==> src/hdl/mst_pkg.sv <==
`default_nettype none
// ----------------------------------------------------------------------------
// mst_pkg: shared types and constants for the multi-touch slot tracker
// Event type and code values of the slot protocol, output field widths and
// the sequencer state type.
// ----------------------------------------------------------------------------
package mst_pkg;

    // Event types
    localparam logic [15:0] TYPE_SYN = 16'h0000;
    localparam logic [15:0] TYPE_ABS = 16'h0003;

    // Absolute-axis codes
    localparam logic [15:0] CODE_SLOT = 16'h002f;
    localparam logic [15:0] CODE_X    = 16'h0035;
    localparam logic [15:0] CODE_Y    = 16'h0036;
    localparam logic [15:0] CODE_ID   = 16'h0039;

    // Sync codes
    localparam logic [15:0] SYNC_REPORT  = 16'h0000;
    localparam logic [15:0] SYNC_DROPPED = 16'h0003;

    // Tracking id of an empty slot
    localparam logic [31:0] ID_EMPTY = 32'hffff_ffff;

    // Output field widths
    localparam int SLOT_NUM_W = 3;
    localparam int COUNT_W    = 4;

    // Frame sequencer
    typedef enum logic [1:0] {
        ST_IDLE,
        ST_FETCH,
        ST_PUSH
    } state_t;

endpackage : mst_pkg
`default_nettype wire

==> src/hdl/multitouch_slot_tracker.sv <==
`default_nettype none
// ----------------------------------------------------------------------------
// multitouch_slot_tracker: type-B multi-touch slot tracker
// Keeps tracking id, X and Y for each slot, updated by absolute-axis events,
// and walks all slots to emit one frame word per slot on a sync report or dropped marker.
//
// Channel  Direction  Handshake            Payload
// in       input      in_valid/in_ready    event_type, event_code, event_value
// out      output     out_valid/out_ready  slot_number, finger_id, pos_x,
//                                          pos_y, active_count, after_drop,
//                                          frame_last
//
// Axis and ignored events leave the sequencer idle. A report or dropped
// marker moves it to a fetch state that primes the slot memory read and
// then to a push state that loads the slot words one at a time through
// the single read address of the slot memory. in_ready stays low while a
// frame is being walked; a stall on out holds the walk. Reset marks every
// slot empty at once through per-entry valid bits; a dropped marker does
// the same when it is accepted.
// ----------------------------------------------------------------------------
module multitouch_slot_tracker #(
    parameter int NUM_SLOTS = 8
) (
    input  wire logic                            clk,
    input  wire logic                            rst_n,
    // input channel
    input  wire logic                            in_valid,
    output logic                                 in_ready,
    input  wire logic [15:0]                     event_type,
    input  wire logic [15:0]                     event_code,
    input  wire logic signed [31:0]              event_value,
    // output channel
    output logic                                 out_valid,
    input  wire logic                            out_ready,
    output logic [mst_pkg::SLOT_NUM_W-1:0]       slot_number,
    output logic signed [31:0]                   finger_id,
    output logic [31:0]                          pos_x,
    output logic [31:0]                          pos_y,
    output logic [mst_pkg::COUNT_W-1:0]          active_count,
    output logic                                 after_drop,
    output logic                                 frame_last
);
    import mst_pkg::*;

    localparam int IW = (NUM_SLOTS > 1) ? $clog2(NUM_SLOTS) : 1;
    localparam int CW = $clog2(NUM_SLOTS + 1);
    localparam logic [IW-1:0] LAST_IDX = IW'(NUM_SLOTS - 1);
    localparam logic [31:0]   SLOT_LIMIT = 32'(NUM_SLOTS);

    // Slot storage, reset through valid bits
    logic [31:0] id_mem [NUM_SLOTS];
    logic [31:0] x_mem  [NUM_SLOTS];
    logic [31:0] y_mem  [NUM_SLOTS];
    logic [NUM_SLOTS-1:0] id_vld_reg, x_vld_reg, y_vld_reg;
    logic [NUM_SLOTS-1:0] id_vld_next, x_vld_next, y_vld_next;

    // Active flags and running count
    logic [NUM_SLOTS-1:0] act_reg, act_next;
    logic [CW-1:0]        cnt_reg, cnt_next;

    logic [IW-1:0] sel_reg, sel_next;

    // Sequencer
    state_t        state_reg, state_next;
    logic [IW-1:0] idx_reg, idx_next;
    logic [IW-1:0] rd_addr;
    logic          drop_reg, drop_next;
    logic          load;

    // Registered read data
    logic [31:0] rd_id_reg, rd_x_reg, rd_y_reg;
    logic        rd_idv_reg, rd_xv_reg, rd_yv_reg;

    // Output word
    logic                  out_valid_reg, out_valid_next;
    logic [SLOT_NUM_W-1:0] slot_number_reg;
    logic [31:0]           finger_id_reg, pos_x_reg, pos_y_reg;
    logic [COUNT_W-1:0]    active_count_reg;
    logic                  after_drop_reg, frame_last_reg;

    logic in_acc;
    logic is_abs, is_report, is_drop;
    logic wr_id, wr_x, wr_y;
    logic new_act;

    assign in_ready = (state_reg == ST_IDLE);
    assign in_acc   = in_valid && in_ready;

    // Event decode
    assign is_abs    = (event_type == TYPE_ABS);
    assign is_report = (event_type == TYPE_SYN) && (event_code == SYNC_REPORT);
    assign is_drop   = (event_type == TYPE_SYN) && (event_code == SYNC_DROPPED);
    assign wr_id     = in_acc && is_abs && (event_code == CODE_ID);
    assign wr_x      = in_acc && is_abs && (event_code == CODE_X);
    assign wr_y      = in_acc && is_abs && (event_code == CODE_Y);
    assign new_act   = ~event_value[31];

    // Slot state updates
    always_comb
    begin
        sel_next    = sel_reg;
        id_vld_next = id_vld_reg;
        x_vld_next  = x_vld_reg;
        y_vld_next  = y_vld_reg;
        act_next    = act_reg;
        cnt_next    = cnt_reg;
        if (in_acc && is_abs && (event_code == CODE_SLOT))
        begin
            if (event_value < SLOT_LIMIT)
                sel_next = event_value[IW-1:0];
            else
                sel_next = '0;
        end
        if (wr_id)
        begin
            id_vld_next[sel_reg] = 1'b1;
            act_next[sel_reg]    = new_act;
            // keep the count in step with the flag change
            if (act_reg[sel_reg] && !new_act)
                cnt_next = cnt_reg - CW'(1);
            else if (!act_reg[sel_reg] && new_act)
                cnt_next = cnt_reg + CW'(1);
        end
        if (wr_x)
            x_vld_next[sel_reg] = 1'b1;
        if (wr_y)
            y_vld_next[sel_reg] = 1'b1;
        if (in_acc && is_drop)
        begin
            id_vld_next = '0;
            x_vld_next  = '0;
            y_vld_next  = '0;
            act_next    = '0;
            cnt_next    = '0;
        end
    end

    always_ff @(posedge clk or negedge rst_n)
    begin
        if (!rst_n)
        begin
            sel_reg    <= '0;
            id_vld_reg <= '0;
            x_vld_reg  <= '0;
            y_vld_reg  <= '0;
            act_reg    <= '0;
            cnt_reg    <= '0;
        end
        else
        begin
            sel_reg    <= sel_next;
            id_vld_reg <= id_vld_next;
            x_vld_reg  <= x_vld_next;
            y_vld_reg  <= y_vld_next;
            act_reg    <= act_next;
            cnt_reg    <= cnt_next;
        end
    end

    // Slot memory: write port on axis events, registered read for frames
    always_ff @(posedge clk)
    begin
        if (wr_id)
            id_mem[sel_reg] <= event_value;
        if (wr_x)
            x_mem[sel_reg] <= event_value;
        if (wr_y)
            y_mem[sel_reg] <= event_value;
        rd_id_reg  <= id_mem[rd_addr];
        rd_x_reg   <= x_mem[rd_addr];
        rd_y_reg   <= y_mem[rd_addr];
        rd_idv_reg <= id_vld_reg[rd_addr];
        rd_xv_reg  <= x_vld_reg[rd_addr];
        rd_yv_reg  <= y_vld_reg[rd_addr];
    end

    // Frame sequencer: next state and output word load
    always_comb
    begin
        state_next     = state_reg;
        idx_next       = idx_reg;
        drop_next      = drop_reg;
        load           = 1'b0;
        out_valid_next = out_valid_reg && !out_ready;
        rd_addr        = idx_reg;
        unique case (state_reg)
            ST_IDLE:
            begin
                if (in_acc && (is_report || is_drop))
                begin
                    state_next = ST_FETCH;
                    idx_next   = '0;
                    drop_next  = is_drop;
                end
            end
            ST_FETCH:
            begin
                state_next = ST_PUSH;
            end
            ST_PUSH:
            begin
                if (!out_valid_reg || out_ready)
                begin
                    load           = 1'b1;
                    out_valid_next = 1'b1;
                    if (idx_reg == LAST_IDX)
                    begin
                        state_next = ST_IDLE;
                    end
                    else
                    begin
                        idx_next = idx_reg + IW'(1);
                        rd_addr  = idx_reg + IW'(1);
                    end
                end
            end
            default:
            begin
                state_next = ST_IDLE;
            end
        endcase
    end

    always_ff @(posedge clk or negedge rst_n)
    begin
        if (!rst_n)
        begin
            state_reg     <= ST_IDLE;
            idx_reg       <= '0;
            drop_reg      <= 1'b0;
            out_valid_reg <= 1'b0;
        end
        else
        begin
            state_reg     <= state_next;
            idx_reg       <= idx_next;
            drop_reg      <= drop_next;
            out_valid_reg <= out_valid_next;
        end
    end

    // Output word, unwritten entries read as their reset value
    always_ff @(posedge clk)
    begin
        if (load)
        begin
            slot_number_reg  <= SLOT_NUM_W'(idx_reg);
            finger_id_reg    <= rd_idv_reg ? rd_id_reg : ID_EMPTY;
            pos_x_reg        <= rd_xv_reg ? rd_x_reg : 32'd0;
            pos_y_reg        <= rd_yv_reg ? rd_y_reg : 32'd0;
            active_count_reg <= COUNT_W'(cnt_reg);
            after_drop_reg   <= drop_reg;
            frame_last_reg   <= (idx_reg == LAST_IDX);
        end
    end

    assign out_valid    = out_valid_reg;
    assign slot_number  = slot_number_reg;
    assign finger_id    = finger_id_reg;
    assign pos_x        = pos_x_reg;
    assign pos_y        = pos_y_reg;
    assign active_count = active_count_reg;
    assign after_drop   = after_drop_reg;
    assign frame_last   = frame_last_reg;

`ifndef ASSERT_OFF
    // Running count matches the active flags
    a_cnt_matches: assert property (@(posedge clk) disable iff (!rst_n)
        $countones(act_reg) == 32'(cnt_reg))
        else $error("active count out of step with slot flags");

    // A frame after a drop shows no active slot
    a_drop_empty: assert property (@(posedge clk) disable iff (!rst_n)
        (out_valid && after_drop) |-> (active_count == '0))
        else $error("dropped frame reports active slots");

    // A report or drop starts the frame walk
    a_frame_start: assert property (@(posedge clk) disable iff (!rst_n)
        (in_acc && (is_report || is_drop)) |=> (state_reg == ST_FETCH))
        else $error("frame walk did not start");

    // The last word of a frame names the last slot
    a_last_slot: assert property (@(posedge clk) disable iff (!rst_n)
        (out_valid && frame_last) |-> (slot_number == SLOT_NUM_W'(NUM_SLOTS - 1)))
        else $error("frame end on wrong slot");
`endif

endmodule : multitouch_slot_tracker
`default_nettype wire

==> config.mk <==
export PLATFORM = sky130hd
export DESIGN_NAME = multitouch_slot_tracker
export DESIGN_NICKNAME = d
export VERILOG_FILES = /design/src/hdl/mst_pkg.sv /design/src/hdl/multitouch_slot_tracker.sv
export SDC_FILE = /design/constraint.sdc
export NUM_CORES = 1
export LEC_CHECK = 0
export BUFFER_PORTS_ARGS = -buffer_cell sky130_fd_sc_hd__buf_2
export CORE_MARGIN = 5
export CORE_UTILIZATION = 30
export DETAILED_ROUTE_END_ITERATION = 12
export PLACE_DENSITY = 0.48
export SYNTH_ARGS = -nofsm -noshare
export SYNTH_HDL_FRONTEND = slang
export SYNTH_SLANG_ARGS = --single-unit
==> constraint.sdc <==
create_clock -name clk -period 6.55 [get_ports clk]
set_input_delay 0.3275 -clock clk [delete_from_list [all_inputs] [get_ports clk]]
set_output_delay 0.3275 -clock clk [all_outputs]
set_load 0.005 [all_outputs]
---- Word level (Yosys, flattened, before mapping) ----
Memory sizes are Yosys's and may differ from the RTL's. A register that Yosys moved wholly into a read port is not among the register bits.
Cells that the tools add are included.
word-level totals
  flip-flop bits (word level) ............. 154
  bits of input ports ..................... 68
  RAM bits ................................ 768
  output and inout bits ................... 107
  word-level logic and storage cells ...... 120
  memories ................................ 3
cells by class
  order comparisons ....................... 4
  equal/unequal tests ..................... 12
  add/subtract/negate cells ............... 3
  mux-type cells .......................... 43
  reduce and logical (&&, ||, !) cells .... 31
  bitwise operators ....................... 4
memory list
  memory  depth  bits a word  rd ports  clocked after memory_dff  write ports  RTL line                       text
  id_mem  8      32           1         1                         1            multitouch_slot_tracker.sv:51  logic [31:0] id_mem [NUM_SLOTS];
  x_mem   8      32           1         1                         1            multitouch_slot_tracker.sv:52  logic [31:0] x_mem [NUM_SLOTS];
  y_mem   8      32           1         1                         1            multitouch_slot_tracker.sv:53  logic [31:0] y_mem [NUM_SLOTS];
operator list
  cell                   count
  $eq A16 B6 Y1 const B  4
  $mux W8                8
  $eq A16 B2 Y1 const B  2
  $logic_not A16 Y1      2
  $lt A32 B4 Y1 const B  1
  $or A8 B8 Y8           3
  $mux W4                4
  $mux W1                15
  $mux W3                5
  $logic_and A1 B1 Y1    14
  $bmux W1 S3            4
  $bwmux W8              1
  $lt A3 B4 Y1 const B   2
  $reduce_bool A2 Y1     4
  $mux W2                3
  $pmux W2 S3            1
  $pmux W3 S2            1
  $reduce_and A2 Y1      3
  $add A4 B1 Y4 const B  1
  $ne A2 B2 Y1 const B   2
  $sub A4 B1 Y4 const B  1
  $add A3 B1 Y3 const B  1
  $demux W1 S3           1
  $eq A3 B3 Y1 const B   1
  other kinds (10)       13

---- Depth between registers and ports, before layout ----
  depth in word-level cells ............... 8
  depth in mapped cells ................... 11
  mapped depth without buffers ............ 10

---- Least setup slack after synthesis ----
No wires, ideal clock.
  path type ............................... register -> register
  start point ............................. register out_valid_reg (netlist: out_valid)
  end point ............................... register active_count_reg[0] (netlist: active_count[0]) (enable)
  data required time ...................... 5,980 ps
  path buffers ............................ 1
  library setup time ...................... 570 ps
  period minus slack after synthesis ...... 5,639 ps
  cell stages (with the launch flop) ...... 4
  setup slack ............................. 911 ps
  arrival time ............................ 5,069 ps
  cells stage by stage .................... dfrtp_1 -> nor2b_1 -> buf_2 -> nor2_1
on the way
  cells in the longest elaborated chain, start to end .. 4
RTL lines
  what                    RTL line                        text
  from (decl)             multitouch_slot_tracker.sv:75   logic out_valid_reg, out_valid_next;
  from (signal assigned)  multitouch_slot_tracker.sv:238  out_valid_reg <= out_valid_next;
  $logic_not A1 Y1        multitouch_slot_tracker.sv:202  if (!out_valid_reg || out_ready)
  $logic_or A1 B1 Y1      multitouch_slot_tracker.sv:202
  $mux W1                 multitouch_slot_tracker.sv:202
  $mux W1                 multitouch_slot_tracker.sv:186  unique case (state_reg)
  net load                multitouch_slot_tracker.sv:68   logic load;
  to (signal assigned)    multitouch_slot_tracker.sv:251  active_count_reg <= COUNT_W'(cnt_reg);
  to (decl)               multitouch_slot_tracker.sv:78   logic [COUNT_W-1:0] active_count_reg;
The timed path passes the listed nets, and every way through them passes these cells.
A chain may end at the register's enable or synchronous reset.

---- Worst setup path after layout ----
  start point ............................. register idx_reg[1]
  end point ............................... register rd_id_reg[23], read port of id_mem
on the way
  cells in the longest elaborated chain, start to end .. 4
  elaborated cells between the ends (all ways) .. 5
  those cells by class .................... 1 x add/sub; 1 x eq/ne; 3 x mux
RTL lines
  what                                                  RTL line                                                        text
  from (decl)                                           multitouch_slot_tracker.sv:65                                   logic [IW-1:0] idx_reg, idx_next;
  from (signal assigned)                                multitouch_slot_tracker.sv:236                                  idx_reg <= idx_next;
  $add A3 B1 Y3 / $eq A3 B3 Y1 (equally long branches)  multitouch_slot_tracker.sv:213, multitouch_slot_tracker.sv:206
  $mux W3 (2 in series)                                 n/a
  $mux W3 (*)                                           multitouch_slot_tracker.sv:186
  to (decl)                                             multitouch_slot_tracker.sv:71                                   logic [31:0] rd_id_reg, rd_x_reg, rd_y_reg;
Every way passes the cells marked *; elsewhere a longest branch is shown, timed or not.

==> results by group <==
Synthesis
  • Seq/Total Area, Yosys: roughly 68%
  • Synth top area share: about three fifths
  • Synthesized net count: around 3100
  • Post-Syn Area: between 40000 and 50000 sq um
  • Warnings from Yosys: 0
  • Main combinational cell family by area after synthesis: compound AO/OA/AOI/OAI gates
  • Most frequent cell after synthesis: edfxtp_1
  • Top cells by count, synth: edfxtp_1 (873), nand3_1 (312), o21ai_0 (205)
  • Post-synth top flop: edfxtp_1
  • Synth area leaders: edfxtp_1 (61%), dfxtp_1 (4.6%), nand3_1 (3.6%), o211ai_1 (3.4%), and3_1 (2.8%)
  • Flops & latches, synth: between 1000 and 1500
  • Fraction of registers with async set/reset: under 10%
  • Mapped Avg Cell Area: about 14 sq um
  • Adder-cell share of the synthesized area: less than 1%
  • Synth Area in Compound Gates: roughly 14%
  • Simple-gate share of the synthesized area: under 10%
  • Number of distinct library cells after synthesis: 60
  • Post-synthesis mux area share: about 5.2%
  • Largest area contributor in the netlist: edfxtp_1
  • Post-Synthesis Cells: slightly above 3000
  • EDFF count, synth: slightly below 900
  • Post-Synth XOR/XNOR Area: less than 1%

Setup path
  • Worst path required time: 7.14 ns
  • Critical path endpoint category: register
  • Critical path's largest stage delay: ~1.1 ns
  • Worst R2R Path Depth: 6
  • CP Class: reg -> reg
  • Worst Path Arrival: 4.93 ns
  • Crit-path slowest cell: dfrtp_4
  • R2R Setup Slk: 2.21 ns
  • Worst flop-to-flop path startpoint: idx_reg[1]
  • Crit-path cells: ha_4 > and4_4 > nor2_4 > buf_4 > o211ai_1 > a211oi_1
  • Reg2reg end: rd_id_reg[23]
  • Setup crit start kind: register
  • Crit-path max FO: 65

GRT
  • Grt ovf: 0
  • Total routing usage reported by global routing: a little under a fifth
  • Initial antenna violation count: 15
  • Largest net degree at the start of global routing: roughly 170
  • First-pass GRT wire length: 209 mm
  • Vias in the first global route: 28800

Clock tree
  • CTS tree: built
  • TritonCTS buffer count: 113
  • H-tree levels: 3
  • CTS Sinks: 1018
  • Clock latency at the later pin of the worst-skew pair: a little over 0.7 ns
  • Resize count post-CTS: 0
  • Post-CTS Setup Repair Bufs: 0
  • Clk buf depth: 3
  • Clock Tree Root: clkbuf_16
  • # hold bufs at CTS: 3
  • Clock transition at the registers of the reported paths: approximately 0.060 ns

Final layout
  • Biggest regs: id_mem x256, x_mem x256, y_mem x256
  • Area growth, synth to finish: 16.3%
  • Share of cells above drive strength 1: roughly 18%
  • Post-layout nets: ~3200

Pwr
  • Leak: approximately 18 nW
  • Pwr Density: a little over 400 nW/um^2
  • IR drop worst, VDD: between 0.0004 and 0.0005 V
  • Pwr Total: around 21 mW

Routing
  • WL met3: between 9 and 10 mm
  • Pre-antenna DRT Iters: 5
  • Routed length per instance: approximately 28 microns
  • Routed wl met2: just under 70 mm
  • Via Count: between 20000 and 30000
  • Drt initial violations: approximately 2900
  • # DRC: 0
  • Final ANT Viol Nets: 0
  • Vias per inst: about 5.6
  • Wl on met1: around 63 mm
  • Routed wire length: between 100 and 150 mm
  • Top Metal Used: met4

Run status
  • Status: complete, no violations

Floorplan
  • # rows: between 100 and 150
  • Core box area: roughly 140000 sq um
  • Starting Density: 30.2%
  • Die area: 152000 sq um
  • Die Height: 390 microns
  • Io pins: 175
  • Die X: between 300 and 400 microns

Worst hold path
  • Hold_sp: event_code[1]
  • Worst hold path depth: 4
  • Hold EP: drop_reg
  • Worst hold path type: in -> reg

Placement
  • Final HPWL DP: roughly 73 mm
  • GP Congestion: 0.722
  • I/O Buffers: ~170

Timing
  • Fin Setup TNS: 0 ns
  • Final setup fails: 0
  • Final hold vios: 0
  • Peak Freq: around 230 MHz
  • RSZ-0062 raised after global routing: false
  • Fin crit share: between 60% and 70%
  • Slew @ Worst Pin: roughly 1.3 ns
  • Max-slew violation count: 0
  • Clock Skews: 0.0269 ns
  • Tmin final: about 4.3 ns
  • Relative slew slack: between 10 and 15%

Job
  • Max-Cap Viols: 0
-- per-stage QoR --
stage                     utilization, %  instance area (sq um)  hold slack (ns)  cells  worst slack, ns
after global routing                35.1                  50400            0.139   5169             2.01
after CTS                           35.1                  50400           0.0971   5169             2.17
after floorplan                        -                  43300           0.0319   3067            0.911
final                               35.1                  50400            0.161   5172             2.21
after global placement              32.3                  46400            0.458   4955             2.29
after detailed placement            32.3                  46400            0.470   4955             2.21
-- worst max-delay path, delay by kind of cell, from the launching register on --
| family | cells | cell delay [ns] |
|---|---|---|
| DFF | 1 | 1.09 |
| buffers and inverters | 1 | 1.00 |
| and+or+nand+nor | 2 | 0.97 |
| adders and majority gates | 1 | 0.59 |
| AOI/OAI and AO/OA | 2 | 0.48 |
-- cells by family after synthesis --
kind of cell,after synthesis
flip-flops,1018
AO/OA/AOI/OAI,831
XOR/XNOR,3
buffers and inverters,276
multiplexers,208
AND/OR/NAND/NOR,726
adder cells (fa/ha/maj),5
-- routing by layer --
layer | global-route usage, % | vias up
met5 | 0 | -
met3 | 3.60 | 220
met1 | 25.1 | 15100
li1 | - | 12600
met2 | 30.0 | 1070
met4 | 6.44 | 0
-- where the power goes --
| group | switching [mW] | total [mW] | internal (mW) |
|---|---|---|---|
| clock network | 2.63 | 6.77 | 4.14 |
| registers | 0.386 | 7.90 | 7.52 |
| logic | 4.11 | 6.24 | 2.13 |
| total | 7.13 | 20.9 | 13.8 |
-- layout by cell type (no fill, tap or decap), types with 11 or more instances in the layout --
| cell | count |
|---|---|
| nand2b_1 | 36 |
| nand4_1 | 13 |
| nor4_4 | 13 |
| o211ai_1 | 195 |
| dfxtp_1 | 99 |
| nor4_2 | 17 |
| o21ai_0 | 205 |
| clkinv_2 | 19 |
| clkbuf_1 | 29 |
| nor2_1 | 36 |
| edfxtp_1 | 873 |
| nand3_1 | 312 |
| a211oi_1 | 74 |
| buf_4 | 70 |
| dfrtp_1 | 44 |
| mux2_2 | 99 |
| a21o_1 | 100 |
| a221oi_1 | 96 |
| a221o_1 | 102 |
| clkinv_1 | 11 |
| mux2i_1 | 107 |
| and3_1 | 192 |
| and2_1 | 65 |
| a211oi_2 | 22 |
| buf_2 | 174 |
| o21a_1 | 16 |
| bufinv_16 | 21 |
| clkbuf_16 | 115 |
-- worst max-delay path by stage --
stage / cells past startpoint / slack (ns) / end / startpoint
finish: 6 / 2.21 / rd_id_reg[23] / idx_reg[1]
global route: 6 / 2.01 / rd_id_reg[23] / idx_reg[1]
CTS: 6 / 2.17 / rd_id_reg[23] / idx_reg[1]
detailed placement: 6 / 2.21 / rd_y_reg[9] / idx_reg[1]
global placement: 6 / 2.29 / rd_y_reg[6] / idx_reg[1]
floorplan: 3 / 0.91 / active_count[0] / out_valid
-- layout make-up --
| class | instances | area, sq um |
|---|---|---|
| Timing Repair Buffer | 255 | 1590 |
| Fill cell | 13800 | 93100 |
| Multi-Input combinational cell | 1773 | 13100 |
| Sequential cell | 1018 | 29400 |
| Inverter | 9 | 38.8 |
| Clock buffer | 153 | 3110 |
| Tap cell | 1903 | 2380 |
| Clock inverter | 58 | 835 |
| Antenna cell | 3 | 7.51 |
Note: power is estimated with default switching activity, not from simulation.
